===== src/rtl/jasdp_pkg.sv =====
// ----------------------------------------------------------------------------
// jasdp_pkg
// Shared constants, types and tables for the joystick scaling and polar block.
// ----------------------------------------------------------------------------
package jasdp_pkg;

  // Default raw sample width.
  localparam int SAMPLE_BITS_DEF = 10;

  // Calibration register and field widths.
  localparam int CAL_W    = 10;
  localparam int DEAD_W   = 7;
  localparam int CFG_IDX_W = 3;
  localparam int POS_W    = 8;
  localparam int MAG_W    = 12;
  localparam int ANG_W    = 13;

  // Mapping constants: full span and half span of the scaled axis.
  localparam int SPAN       = 200;
  localparam int FULL_SCALE = 100;

  // Quotient bits kept by the axis divider (plus one overflow bit).
  localparam int QUO_W = 8;

  // Polar conversion.
  localparam int CORDIC_STEPS = 18;
  localparam int SQRT_STEPS   = 12;
  localparam int COORD_SHIFT  = 20;
  localparam int CRD_W        = 30;
  localparam int ZED_W        = 24;
  localparam int SQ_W         = 24;
  localparam int DEG_UNIT     = 65536;
  localparam int ANG_FULL     = 5760;

  // Configuration register indexes.
  typedef enum logic [CFG_IDX_W-1:0] {
    CFG_X_MIN     = 3'd0,
    CFG_X_MAX     = 3'd1,
    CFG_Y_MIN     = 3'd2,
    CFG_Y_MAX     = 3'd3,
    CFG_DEAD_ZONE = 3'd4,
    CFG_X_INVERT  = 3'd5,
    CFG_Y_INVERT  = 3'd6
  } cfg_idx_t;

  // Arctangent of 2^-i in units of 2^-16 degree.
  function automatic logic [ZED_W-1:0] atan_tab(input int i);
    logic [ZED_W-1:0] a;
    case (i)
      0:       a = 24'd2949120;
      1:       a = 24'd1740967;
      2:       a = 24'd919879;
      3:       a = 24'd466945;
      4:       a = 24'd234379;
      5:       a = 24'd117304;
      6:       a = 24'd58666;
      7:       a = 24'd29335;
      8:       a = 24'd14668;
      9:       a = 24'd7334;
      10:      a = 24'd3667;
      11:      a = 24'd1833;
      12:      a = 24'd917;
      13:      a = 24'd458;
      14:      a = 24'd229;
      15:      a = 24'd115;
      16:      a = 24'd57;
      17:      a = 24'd29;
      default: a = '0;
    endcase
    return a;
  endfunction

endpackage


===== src/rtl/jasdp_axis.sv =====
// ----------------------------------------------------------------------------
// jasdp_axis
// Scales one raw axis sample onto -100..100 through a pipelined divider,
// then saturates and applies the dead zone, in eleven register stages.
// ----------------------------------------------------------------------------
module jasdp_axis #(
  parameter int SAMPLE_BITS = jasdp_pkg::SAMPLE_BITS_DEF
) (
  input  logic                                 clk,
  input  logic                                 adv,
  input  logic [SAMPLE_BITS-1:0]               raw,
  input  logic [jasdp_pkg::CAL_W-1:0]          lo,
  input  logic [jasdp_pkg::CAL_W-1:0]          hi,
  input  logic                                 inv,
  input  logic [jasdp_pkg::DEAD_W-1:0]         dead,
  output logic signed [jasdp_pkg::POS_W-1:0]   pos,
  output logic                                 err
);
  import jasdp_pkg::*;

  localparam int RW    = (SAMPLE_BITS > CAL_W) ? SAMPLE_BITS : CAL_W;
  localparam int NW    = RW + 8;
  localparam int DSTG  = QUO_W + 1;

  // Front stage: offset, numerator magnitude, divisor magnitude and signs.
  logic signed [RW:0]    diff;
  logic [RW-1:0]         dabs;
  logic signed [CAL_W:0] den;
  logic [CAL_W-1:0]      dnabs;

  always_comb begin
    diff  = $signed((RW+1)'(raw)) - $signed((RW+1)'(lo));
    dabs  = diff[RW] ? RW'(-diff) : RW'(diff);
    den   = $signed({1'b0, hi}) - $signed({1'b0, lo});
    dnabs = den[CAL_W] ? CAL_W'(-den) : CAL_W'(den);
  end

  logic [NW-1:0]    rem_r [0:DSTG];
  logic [CAL_W-1:0] dn_r  [0:DSTG];
  logic [QUO_W:0]   q_r   [0:DSTG];
  logic             neg_r [0:DSTG];
  logic             inv_r [0:DSTG];
  logic             zro_r [0:DSTG];

  always_ff @(posedge clk) begin
    if (adv) begin
      rem_r[0] <= NW'(dabs) * NW'(SPAN);
      dn_r[0]  <= dnabs;
      q_r[0]   <= '0;
      neg_r[0] <= diff[RW] ^ den[CAL_W] ^ inv;
      inv_r[0] <= inv;
      zro_r[0] <= (den == '0);
    end
  end

  // Restoring division, one quotient bit per stage; the first stage
  // detects a quotient too large for the kept bits.
  genvar j;
  generate
    for (j = 0; j < DSTG; j++) begin : g_div
      logic [NW-1:0] dsh;
      logic          ge;
      always_comb begin
        dsh = NW'(dn_r[j]) << (QUO_W - j);
        ge  = (rem_r[j] >= dsh);
      end
      always_ff @(posedge clk) begin
        if (adv) begin
          rem_r[j+1] <= ge ? rem_r[j] - dsh : rem_r[j];
          dn_r[j+1]  <= dn_r[j];
          q_r[j+1]   <= {q_r[j][QUO_W-1:0], ge};
          neg_r[j+1] <= neg_r[j];
          inv_r[j+1] <= inv_r[j];
          zro_r[j+1] <= zro_r[j];
        end
      end
    end
  endgenerate

  // Offset, saturation and dead zone.
  logic [QUO_W-1:0]  qc;
  logic signed [9:0] t;
  logic signed [9:0] v;
  logic signed [9:0] vs;
  logic [9:0]        va;
  logic signed [POS_W-1:0] pos_nxt;

  always_comb begin
    qc = q_r[DSTG][QUO_W] ? '1 : q_r[DSTG][QUO_W-1:0];
    t  = neg_r[DSTG] ? -$signed({2'b00, qc}) : $signed({2'b00, qc});
    v  = inv_r[DSTG] ? t + 10'(FULL_SCALE) : t - 10'(FULL_SCALE);
    if (v > $signed(10'(FULL_SCALE))) begin
      vs = 10'(FULL_SCALE);
    end else if (v < -$signed(10'(FULL_SCALE))) begin
      vs = -$signed(10'(FULL_SCALE));
    end else begin
      vs = v;
    end
    va = vs[9] ? 10'(-vs) : 10'(vs);
    if (zro_r[DSTG] || (va <= 10'(dead))) begin
      pos_nxt = '0;
    end else begin
      pos_nxt = POS_W'(vs);
    end
  end

  logic signed [POS_W-1:0] pos_r;
  logic                    err_r;

  always_ff @(posedge clk) begin
    if (adv) begin
      pos_r <= pos_nxt;
      err_r <= zro_r[DSTG];
    end
  end

  assign pos = pos_r;
  assign err = err_r;

endmodule


===== config.mk =====
export PLATFORM = sky130hd
export DESIGN_NAME = jasdp_axis
export DESIGN_NICKNAME = d
export VERILOG_FILES = /design/src/rtl/jasdp_pkg.sv /design/src/rtl/jasdp_axis.sv
export SDC_FILE = /design/constraint.sdc
export NUM_CORES = 1
export LEC_CHECK = 0
export BUFFER_PORTS_ARGS = -buffer_cell sky130_fd_sc_hd__buf_4
export CAP_MARGIN = 25
export CORE_UTILIZATION = 45
export CTS_CLUSTER_DIAMETER = 100
export CTS_CLUSTER_SIZE = 28
export DETAILED_ROUTE_END_ITERATION = 10
export GPL_TIMING_DRIVEN = 0
export HOLD_SLACK_MARGIN = 0.15
export MAX_ROUTING_LAYER = met4
export SETUP_SLACK_MARGIN = 0.02
export SYNTH_ARGS = -nofsm -noshare
export SYNTH_HDL_FRONTEND = slang
export SYNTH_SLANG_ARGS = --single-unit

===== constraint.sdc =====
create_clock -name clk -period 15.1 [get_ports clk]
set_input_delay 0.755 -clock clk [delete_from_list [all_inputs] [get_ports clk]]
set_output_delay 0.755 -clock clk [all_outputs]
set_load 0.03 [all_outputs]

==> results of run 1 <==
## worst paths after layout
path / endpoint / slack, ns / cells after the start
hold / removal: q_r[9][7]$_DFFE_PP_ / 0.42 / 0
setup / recovery: pos[1]$_SDFFCE_PP0P_ / 8.72 / 25
setup reg to reg: pos[1]$_SDFFCE_PP0P_ / 8.72 / 25
hold reg to reg: q_r[9][7]$_DFFE_PP_ / 0.42 / 0
## kinds of logic after synthesis
| logic type | count (synthesis) | share of synthesized area, % |
|---|---|---|
| simple gates | 406 | 11.1 |
| compound gates | 344 | 12.2 |
| xor+xnor | 116 | 5.85 |
| mux | 14 | 0.935 |
| fa+ha+maj | 179 | 13.3 |
| flops | 312 | 52.6 |
| buf+inv | 189 | 4.08 |
## routing by layer
metal  vias to the layer above  GRT usage [%]
li1                       5764              -
met5                         -              -
met2                       151           33.3
met3                        60           1.62
met4                         0           6.41
met1                      5319           15.9
## Yosys cell counts, types with 7 or more instances
| library cell | number |
|---|---|
| nor2_1 | 107 |
| ha_1 | 163 |
| a21o_1 | 26 |
| xnor2_1 | 64 |
| nand2_1 | 123 |
| inv_1 | 167 |
| or3_1 | 7 |
| clkbuf_1 | 16 |
| nand4_1 | 12 |
| a211oi_1 | 13 |
| xor2_1 | 50 |
| nand2b_1 | 21 |
| a21oi_1 | 85 |
| o21ai_0 | 118 |
| a31oi_1 | 14 |
| nand3_1 | 16 |
| nor2b_1 | 29 |
| o31ai_1 | 16 |
| edfxtp_1 | 312 |
| nor3_1 | 30 |
| nor4_1 | 15 |
| and3_1 | 12 |
| fa_1 | 16 |
| o21a_1 | 15 |
## layout by cell type, fill, tap and decap left out, types with 4 or more instances in the layout
| cell type | n |
|---|---|
| a21oi_1 | 85 |
| nand4_1 | 12 |
| edfxtp_1 | 312 |
| xnor2_1 | 64 |
| o31ai_1 | 16 |
| mux2i_1 | 4 |
| nand2b_1 | 21 |
| nand3_1 | 16 |
| nor3b_1 | 5 |
| a211oi_1 | 13 |
| a21boi_0 | 5 |
| o31a_1 | 5 |
| a31oi_1 | 14 |
| inv_1 | 167 |
| o21a_1 | 15 |
| mux2_2 | 6 |
| or3_1 | 7 |
| and3_1 | 12 |
| nand4b_1 | 4 |
| o211ai_1 | 4 |
| or2_2 | 5 |
| ha_1 | 163 |
| clkbuf_1 | 16 |
| nor3_1 | 30 |
| xor2_1 | 50 |
| o21ai_0 | 118 |
| buf_4 | 48 |
| clkbuf_16 | 15 |
| fa_1 | 16 |
| nor2_1 | 107 |
| a21o_1 | 26 |
| nor2b_1 | 29 |
| o21bai_1 | 4 |
| nand2_1 | 123 |
| nor4_1 | 15 |
## per-stage QoR
step / std cells / utilization (%)
final: 2148 / 49.8
after global routing: 2148 / 49.8
after CTS: 2148 / 49.8
after detailed placement: 2128 / 48.6
after global placement: 2126 / 48.5
after floorplan: 1560 / -
## power by group through the flow
stage / registers, W / logic, W / clock network, W
after detailed placement: 0.00143 / 0.00156 / 0
after global placement: 0.00143 / 0.00152 / 0
after CTS: 0.00141 / 0.00157 / 0.000495
after global routing: 0.00144 / 0.00177 / 0.000518
final: 0.00141 / 0.00157 / 0.000471
after floorplan: 0.00140 / 0.00124 / 0
## state kept, by name (all words and copies together) (netlist names)
name / flops
err: 1
dn_r: 90
zro_r: 10
neg_r: 10
pos: 8
rem_r: 138
inv_r: 10
q_r: 45
## final cells by class
cell class | instances | area [µm²]
Fill cell | 3528 | 19500
Sequential cell | 312 | 9370
Multi-Input combinational cell | 1059 | 7710
Tap cell | 518 | 648
Inverter | 168 | 633
Timing Repair Buffer | 50 | 423
Clock buffer | 15 | 375
Buffer | 21 | 92.6
Clock inverter | 5 | 81.3
## critical path, delay by kind of cell, from the launching register on
| kind | cells | cell delay [ns] |
|---|---|---|
| flops | 1 | 0.50 |
| buf+inv | 3 | 0.73 |
| simple gates | 8 | 1.16 |
| xor+xnor | 3 | 1.00 |
| mux | 1 | 0.15 |
| fa+ha+maj | 4 | 1.24 |
| compound gates | 6 | 1.33 |
==> reports/qor.txt, run 1 <==
Status -> complete, no violations
Placed Area -> 18900 µm²
Clock share of power -> 13.7%
Global placer's final weighted congestion -> 0.863
Total CTS buffers -> 15
Drt total wl -> 32.6 mm
Final worst-path setup slack -> 8.72 ns
Share of the synthesized area in the top cell type -> 52.6%
Critical path type -> flip-flop to flip-flop
Slowest cell delay on critical path -> 0.59 ns
Layout cell share with drive strength beyond 1 -> 6.69%
Synth async-reset ratio -> 0%
DR top layer -> met4
Largest net degree at the start of global routing -> 135
Slew Limit Fails -> 0
Required @ worst endpoint -> 15.35 ns
GRT Util Overall -> 16.6%
Post-route cell area -> 19300 µm²
Clock root buffer -> clkbuf_16
Die area -> 40400 µm²
Crit start category -> flip-flop
Worst-Margin Slew -> 0.840 ns
Pleak -> 7.71 nW
Clk sinks -> 312
Yosys Warn Count -> 0
Top Ports -> 49
Switch Pwr -> 0.00124 W
Cell Int Power -> 0.00221 W
Residual DRC -> 0
Synthesized cell area -> 17800 µm²
Routed wl met2 -> 18.1 mm
Reg power frac -> 41.0%
Fin crit period -> 6.38 ns
Pre-CTS WS -> 8.64 ns
Clk pin slew, worst setup/hold paths -> 0.10 ns
Tot Pwr -> 0.00345 W
TritonCTS clock tree -> built
# resized after CTS -> 0
CTS H-Tree Depth -> 1
Area Growth Syn to Fin -> 8.58%
Wire length per cell -> 15.2 µm
Synth area leaders -> edfxtp_1 (53%), ha_1 (11%), inv_1 (3.5%), o21ai_0 (3.3%), xnor2_1 (3.1%)
FF-to-FF Start -> q_r[9][8]$_DFFE_PP_
Vias in the first global route -> 11600
Synth area leader -> edfxtp_1
Hold-fix buffers at CTS -> 0
Maximum capacitance violations -> 0
Synthesized net count -> 1779
First-pass GRT wire length -> 53.4 mm
Skew final -> 0.0182 ns
CP Capture Type -> flip-flop
Initial Utilization -> 45.9%
Slew Limit Headroom -> 43.3%
Core area -> 38800 µm²
HP Class -> flip-flop to flip-flop
Metal-1 WL -> 12.4 mm
Via count -> 11300
Sequential fraction of the synthesis area -> 52.6%
Vias per inst -> 5.26
Setup_tns -> 0 ns
Worst Setup SP -> q_r[9][8]$_DFFE_PP_
Synth cell types -> 81
Final HPWL DP -> 25.1 mm
Row cnt -> 72
Port bufs -> 48
Worst hold start -> q_r[8][6]$_DFFE_PP_
Final Cycle Share -> 42.3%
DIE HEIGHT -> 201 µm
Post-CTS setup buffers -> 0
Clk buf depth -> 3
Worst-Skew Late Latency -> 0.50 ns
Critical Path AT -> 6.63 ns
Met3 WL -> 794 µm
Global route total overflow -> 0
Hold Fails Final Rpt -> 0
Post-synthesis register bit count -> 312
Prevailing post-synth register cell -> edfxtp_1
Pre-antenna DRT Iters -> 7
Layout Nets -> 1846
Sw Ratio -> 36.0%
PD cells -> 179 nW/µm²
Max Fclk -> 0.157 GHz
Count of flip-flops with a built-in enable after synthesis -> 312
VDD IR max -> 122 µV
Worst hold margin -> 0.419 ns
Synthesized area per cell -> 11.4 µm²
Width of the die -> 201 µm
Syn Inst Count -> 1560
Crit path max fanout -> 10
Initial drt markers -> 513
Routed Antenna Nets -> 0
Initial antenna violation count -> 0
Logic pwr share -> 45.4%
# diodes -> 0
Endpoints failing setup -> 0
Critical path's slowest cell -> xnor2_1
RSZ-0062 raised after global routing -> no
Note: power is estimated with default switching activity, not from simulation.
==> inputs of run 2 (changes only) <==
- clock period: 15.1 -> 5.96 ns (I/O delays scaled with it)
==> run 2 against run 1 <==
First-iteration DRC count fell by 13%. Critical path depth rose by 1. Global-route usage barely moved. Die area did not move. Register-to-register slack got worse by 8.4 ns. Clock-buffer cell count did not move. Via count rose by 0.40%. Final cell count rose by 0.28%. Utilization rose by 0.30 points. Critical path type unchanged. Largest power group unchanged.
==> reports/qor.txt, run 2 (same netlist as run 1, synthesis figures left out) <==
Status -> complete, no violations (unchanged)
Most common cell after layout, fill and taps aside -> edfxtp_1 (unchanged)
GRT Util Overall -> 16.6% (about the same)
VDD IR max -> 309 µV (was 122 µV)
Slew Limit Fails -> 0 (unchanged)
Layout Nets -> 1852 (was 1846)
Layout cell share with drive strength beyond 1 -> 7.82% (was 6.69%)
Pre-CTS WS -> -0.349 ns (was 8.64 ns)
Clk buf depth -> 3 (unchanged)
Port bufs -> 48 (unchanged)
Required @ worst endpoint -> 6.29 ns (was 15.35 ns)
Pre-antenna DRT Iters -> 7 (unchanged)
PD cells -> 451 nW/µm² (was 179 nW/µm²)
Initial drt markers -> 444 (was 513)
Post-route cell area -> 19400 µm² (was 19300 µm²)
Worst hold margin -> 0.278 ns (was 0.419 ns)
Wire length per cell -> 15.2 µm (about the same)
Clk pin slew, worst setup/hold paths -> 0.10 ns (about the same)
Final Non-Filler Cells -> 2154 (was 2148)
Core area -> 38800 µm² (unchanged)
Critical path type -> flip-flop to flip-flop (unchanged)
Global route total overflow -> 0 (unchanged)
Initial antenna violation count -> 0 (unchanged)
Maximum capacitance violations -> 0 (unchanged)
Clock root buffer -> clkbuf_16 (unchanged)
Vias per inst -> 5.26 (about the same)
# diodes -> 0 (unchanged)
Placed Area -> 18900 µm² (unchanged)
Vias in the first global route -> 11600 (about the same)
FF-to-FF path depth -> 26 (was 25)
Width of the die -> 201 µm (unchanged)
Residual DRC -> 0 (unchanged)
Final HPWL DP -> 25.1 mm (unchanged)
Pleak -> 7.75 nW (was 7.71 nW)
Global placer's final weighted congestion -> 0.863 (unchanged)
GRT met3 Usage -> 1.62% (unchanged)
Worst-Skew Late Latency -> 0.50 ns (about the same)
First-pass GRT wire length -> 53.4 mm (about the same)
Hold Fails Final Rpt -> 0 (unchanged)
Top Usage Layer GRT -> met2 (unchanged)
CTS H-Tree Depth -> 1 (unchanged)
Critical Path AT -> 6.01 ns (was 6.63 ns)
Largest net degree at the start of global routing -> 135 (unchanged)
Area Growth Syn to Fin -> 9.24% (was 8.58%)
Biggest register -> rem_r (unchanged)
CP Capture Type -> flip-flop (unchanged)
Final Cycle Share -> 95.2% (was 42.3%)
Skew final -> 0.0173 ns (was 0.0182 ns)
Fin crit period -> 5.68 ns (was 6.38 ns)
Row cnt -> 72 (unchanged)
Inst Count DP -> 2128 (unchanged)
Max FFs per register -> 138 (unchanged)
GRT met2 Usage -> 33.3% (about the same)
Final worst-path setup slack -> 0.285 ns (was 8.72 ns)
Drt total wl -> 32.7 mm (was 32.6 mm)
TritonCTS clock tree -> built (unchanged)
Max Fclk -> 0.176 GHz (was 0.157 GHz)
Crit path max fanout -> 10 (unchanged)
Met1 GRT Util -> 15.9% (about the same)
HP Class -> primary input to flip-flop (was flip-flop to flip-flop)
Top Ports -> 49 (unchanged)
Initial Utilization -> 45.9% (unchanged)
Die area -> 40400 µm² (unchanged)
Hold Crit Depth -> 3 (was 0)
Largest regs -> rem_r (138), dn_r (90), q_r (45) (unchanged)
Routed Antenna Nets -> 0 (unchanged)
Total CTS buffers -> 15 (unchanged)
Crit start category -> flip-flop (unchanged)
Clk sinks -> 312 (unchanged)
Via count -> 11300 (about the same)
Most frequent cells in the layout -> edfxtp_1 (312), inv_1 (167), ha_1 (161) (was edfxtp_1 (312), inv_1 (167), ha_1 (163))
Slew Limit Headroom -> 39.7% (was 43.3%)
Endpoints failing setup -> 0 (unchanged)
Worst-Margin Slew -> 0.894 ns (was 0.840 ns)
DIE HEIGHT -> 201 µm (unchanged)
## run 2: cell count changes in the layout (fill, tap and decap cells not counted), sizes merged
cell	previous run	this run
buf	55	60
clkbuf	31	30
dlygate4sd3	0	1
or3	7	8
## run 2: critical path, cell delays in order, from the launching register on
cell and delay [ns]:
edfxtp_1 0.50, buf_6 0.19, nor2_2 0.15, ha_2 0.21, nand2_1 0.08, or3_1 0.36, a211oi_2 0.24, a21oi_1 0.07
ha_2 0.39, o21ai_0 0.09, o21bai_1 0.22, a21oi_2 0.10, xor2_2 0.17, a311o_2 0.41, mux2i_4 0.21, o21ai_2 0.11
ha_1 0.31, nand2_1 0.06, o21ai_0 0.10, ha_1 0.31, nor2b_1 0.13, o21a_1 0.11, o21ai_0 0.06, a21oi_1 0.19
nor3_2 0.07, or3_2 0.47, nor3b_2 0.20
## run 2: path summary, 6_finish.rpt
path | from | end | slack [ns]
setup / recovery | q_r[9][8]$_DFFE_PP_ | pos[0]$_SDFFCE_PP0P_ | 0.28
hold / removal | lo[0] | dn_r[0][0]$_DFFE_PP_ | 0.28
setup reg to reg | q_r[9][8]$_DFFE_PP_ | pos[0]$_SDFFCE_PP0P_ | 0.28
hold reg to reg | q_r[8][6]$_DFFE_PP_ | q_r[9][7]$_DFFE_PP_ | 0.42
## run 2: metal layers
layer / up-vias / part of all wire, %
met1: 5366 / 38
met3: 64 / 2.2
met5: - / 0
met4: 0 / 3.7
li1: 5776 / -
met2: 133 / 56
## run 2: area by class of cell
type	count	area (µm²)
Fill cell	3509	19400
Sequential cell	312	9370
Multi-Input combinational cell	1060	7780
Tap cell	518	648
Inverter	168	633
Timing Repair Buffer	56	470
Clock buffer	15	375
Buffer	20	96.3
Clock inverter	5	81.3
## run 2: where the power goes
group          leakage [nW]  internal, W  switching, W
Combinational          4.51      0.00179       0.00220
Sequential             3.02      0.00328      0.000304
Clock                 0.222     0.000552      0.000643
## run 2: metrics by stage
step / utilization (%) / setup TNS (ns) / total power, W
after floorplan: - / 0 / 0.00667
after global placement: 48.5 / -1.00 / 0.00749
after detailed placement: 48.6 / -1.95 / 0.00760
after CTS: 49.9 / 0 / 0.00883
after global routing: 50.1 / -0.0213 / 0.00948
final: 50.1 / 0 / 0.00877
## run 2: repair_timing
action                                  CTS  global route
hold buffers                              1             0
endpoints found under the hold margin     2             0
gates resized for setup                   3            16
pin swaps                                 0             5
endpoints found under the setup margin    8             9
setup buffers                             1             4
cloned                                    0             1
==> inputs of run 3 (changes only) <==
- CORE_UTILIZATION: 45 -> 63
- PLACE_DENSITY: default -> 0.8
==> run 3 against run 2 <==
Register-to-register slack gained 0.09 ns. Highest routed layer unchanged. Combinational power up 2%. Critical endpoint is now pos[6]$_SDFFCE_PP0P_. Total power about the same. Critical path type unchanged.
==> reports/qor.txt, run 3 (same netlist as run 1, synthesis figures left out) <==
Critical path type -> flip-flop to flip-flop (unchanged)
Clk sinks -> 312 (unchanged)
Total CTS buffers -> 15 (unchanged)
Drt total wl -> 32.2 mm (was 32.7 mm)
TritonCTS clock tree -> built (unchanged)
Max FFs per register -> 138 (unchanged)
Clk buf depth -> 3 (unchanged)
Wire length per cell -> 16.0 µm (was 15.2 µm)
Pleak -> 7.72 nW (was 7.75 nW)
Final HPWL DP -> 24.5 mm (was 25.1 mm)
Worst-Margin Slew -> 0.780 ns (was 0.894 ns)
Layout cell share with drive strength beyond 1 -> 7.65% (was 7.82%)
# fillers -> 2055 (was 3509)
Global route total overflow -> 0 (unchanged)
Die area -> 28900 µm² (was 40400 µm²)
Final Cycle Share -> 93.7% (was 95.2%)
Area Growth Syn to Fin -> 8.00% (was 9.24%)
Maximum capacitance violations -> 0 (unchanged)
Clock root buffer -> clkbuf_16 (unchanged)
Endpoints failing setup -> 0 (unchanged)
Largest regs -> rem_r (138), dn_r (90), q_r (45) (unchanged)
Tot Pwr -> 0.00877 W (about the same)
DIE HEIGHT -> 170 µm (was 201 µm)
First-pass GRT wire length -> 52.4 mm (was 53.4 mm)
Register area -> 9370 µm² (unchanged)
GRT Util Overall -> 23.4% (was 16.6%)
RSZ-0062 raised after global routing -> no
Vias per inst -> 5.70 (was 5.26)
Vias in the first global route -> 11400 (was 11600)
Status -> complete, no violations (unchanged)
Global placer's final weighted congestion -> 0.955 (was 0.863)
Hold Fails Final Rpt -> 0 (unchanged)
Layout Nets -> 1852 (unchanged)
CP Capture Type -> flip-flop (unchanged)
Core area -> 27800 µm² (was 38800 µm²)
Largest net degree at the start of global routing -> 138 (was 135)
# diodes -> 0 (unchanged)
Critical Path AT -> 5.94 ns (was 6.01 ns)
Max Fclk -> 0.179 GHz (was 0.176 GHz)
Worst-Skew Late Latency -> 0.50 ns (about the same)
Most common cell after layout, fill and taps aside -> edfxtp_1 (unchanged)
Row cnt -> 61 (was 72)
Slew Limit Fails -> 0 (unchanged)
Via count -> 11500 (was 11300)
Post-route cell area -> 19200 µm² (was 19400 µm²)
PD cells -> 456 nW/µm² (was 451 nW/µm²)
CTS H-Tree Depth -> 1 (unchanged)
Placed Area -> 18700 µm² (was 18900 µm²)
Area of the multi-input gates -> 7780 µm² (about the same)
Initial antenna violation count -> 0 (unchanged)
Initial drt markers -> 688 (was 444)
Slew Limit Headroom -> 47.3% (was 39.7%)
Biggest register -> rem_r (unchanged)
VDD IR max -> 591 µV (was 309 µV)
Skew final -> 0.0284 ns (was 0.0173 ns)
Most frequent cells in the layout -> edfxtp_1 (312), inv_1 (167), ha_1 (161) (unchanged)
Fin crit period -> 5.58 ns (was 5.68 ns)
Post-layout util -> 69.2% (was 50.1%)
CP Capture Point -> pos[6]$_SDFFCE_PP0P_ (was pos[0]$_SDFFCE_PP0P_)
Pre-antenna DRT Iters -> 6 (was 7)
Crit start category -> flip-flop (unchanged)
FF-to-FF path depth -> 26 (unchanged)
Required @ worst endpoint -> 6.32 ns (was 6.29 ns)
Worst Setup SP -> q_r[9][8]$_DFFE_PP_ (unchanged)
Width of the die -> 170 µm (was 201 µm)
Routed Antenna Nets -> 0 (unchanged)
Clk pin slew, worst setup/hold paths -> 0.10 ns (about the same)
Reg2reg setup slack -> 0.38 ns (was 0.28 ns)
Residual DRC -> 0 (unchanged)
HP Class -> primary input to flip-flop (unchanged)
Initial Utilization -> 64.1% (was 45.9%)
R2R Path End -> pos[6]$_SDFFCE_PP0P_ (was pos[0]$_SDFFCE_PP0P_)
Top Ports -> 49 (unchanged)
FF-to-FF Start -> q_r[9][8]$_DFFE_PP_ (unchanged)
Crit path max fanout -> 10 (unchanged)
Port bufs -> 48 (unchanged)
## run 3: area by class of cell
type	count	area share, %
Multi-Input combinational cell	1060	40.5
Timing Repair Buffer	56	2.45
Sequential cell	312	48.7
Tap cell	378	2.46
Clock inverter	2	0.176
Buffer	20	0.482
Inverter	168	3.29
Clock buffer	15	1.95
## run 3: power by group
part | internal (W) | switching (W)
Clock | 0.000467 | 0.000634
Combinational | 0.00179 | 0.00228
Sequential | 0.00328 | 0.000316
Total | 0.00554 | 0.00323
## run 3: through the flow
step                      setup slack [ns]  hold WS [ns]  TNS [ns]  cells
after floorplan                      0.566         0.397         0   1560
after global placement              -0.200         0.400    -0.733   1986
after detailed placement            -0.290         0.405     -1.35   1988
after CTS                           0.0533         0.175         0   2007
after global routing                0.0286         0.181         0   2011
final                                0.375         0.189         0   2011
## run 3: per-layer routing
layer	vias to the layer above	track usage, %	share of wire (%)
met3	78	2.33	2.7
met5	-	-	0
met4	0	10.3	3.7
met1	5410	24.4	39
met2	201	44.4	55
li1	5773	-	-
## run 3: repair_timing
action | 4_1_cts | 5_1_grt
cloned | 0 | 1
endpoints found under the setup margin | 8 | 9
hold buffers | 1 | 0
setup buffers | 2 | 3
gates resized for setup | 1 | 20
endpoints found under the hold margin | 2 | 0
pin swaps | 0 | 3
## run 3: critical path, stage by stage, from the launching register on
cell and delay, ns:
edfxtp_1 0.42, buf_4 0.20, nor2_4 0.13, ha_2 0.20, nand2_1 0.09, or3_1 0.37
a211oi_2 0.23, a21oi_1 0.07, ha_2 0.38, o21ai_0 0.09, o21bai_1 0.21, a21oi_2 0.10
xor2_2 0.17, a311o_2 0.43, mux2i_4 0.20, o21ai_2 0.11, ha_1 0.30, nand2_1 0.06
o21ai_0 0.12, ha_1 0.32, nor2b_1 0.13, o21a_1 0.12, o21ai_0 0.07, a21oi_1 0.16
nor3_2 0.07, or3_2 0.53, a21oi_1 0.14
## run 3: worst min-delay path by stage
stage | from | slack (ns) | endpoint | cells past startpoint
floorplan | inv | 0.40 | inv_r[0]$_DFFE_PP_ | 0
global placement | q_r[4][3]$_DFFE_PP_ | 0.40 | q_r[5][4]$_DFFE_PP_ | 0
detailed placement | inv_r[3]$_DFFE_PP_ | 0.40 | inv_r[4]$_DFFE_PP_ | 0
CTS | adv | 0.18 | q_r[8][5]$_DFFE_PP_ | 1
global route | adv | 0.18 | rem_r[2][14]$_DFFE_PP_ | 1
finish | adv | 0.19 | q_r[1][0]$_DFFE_PP_ | 1
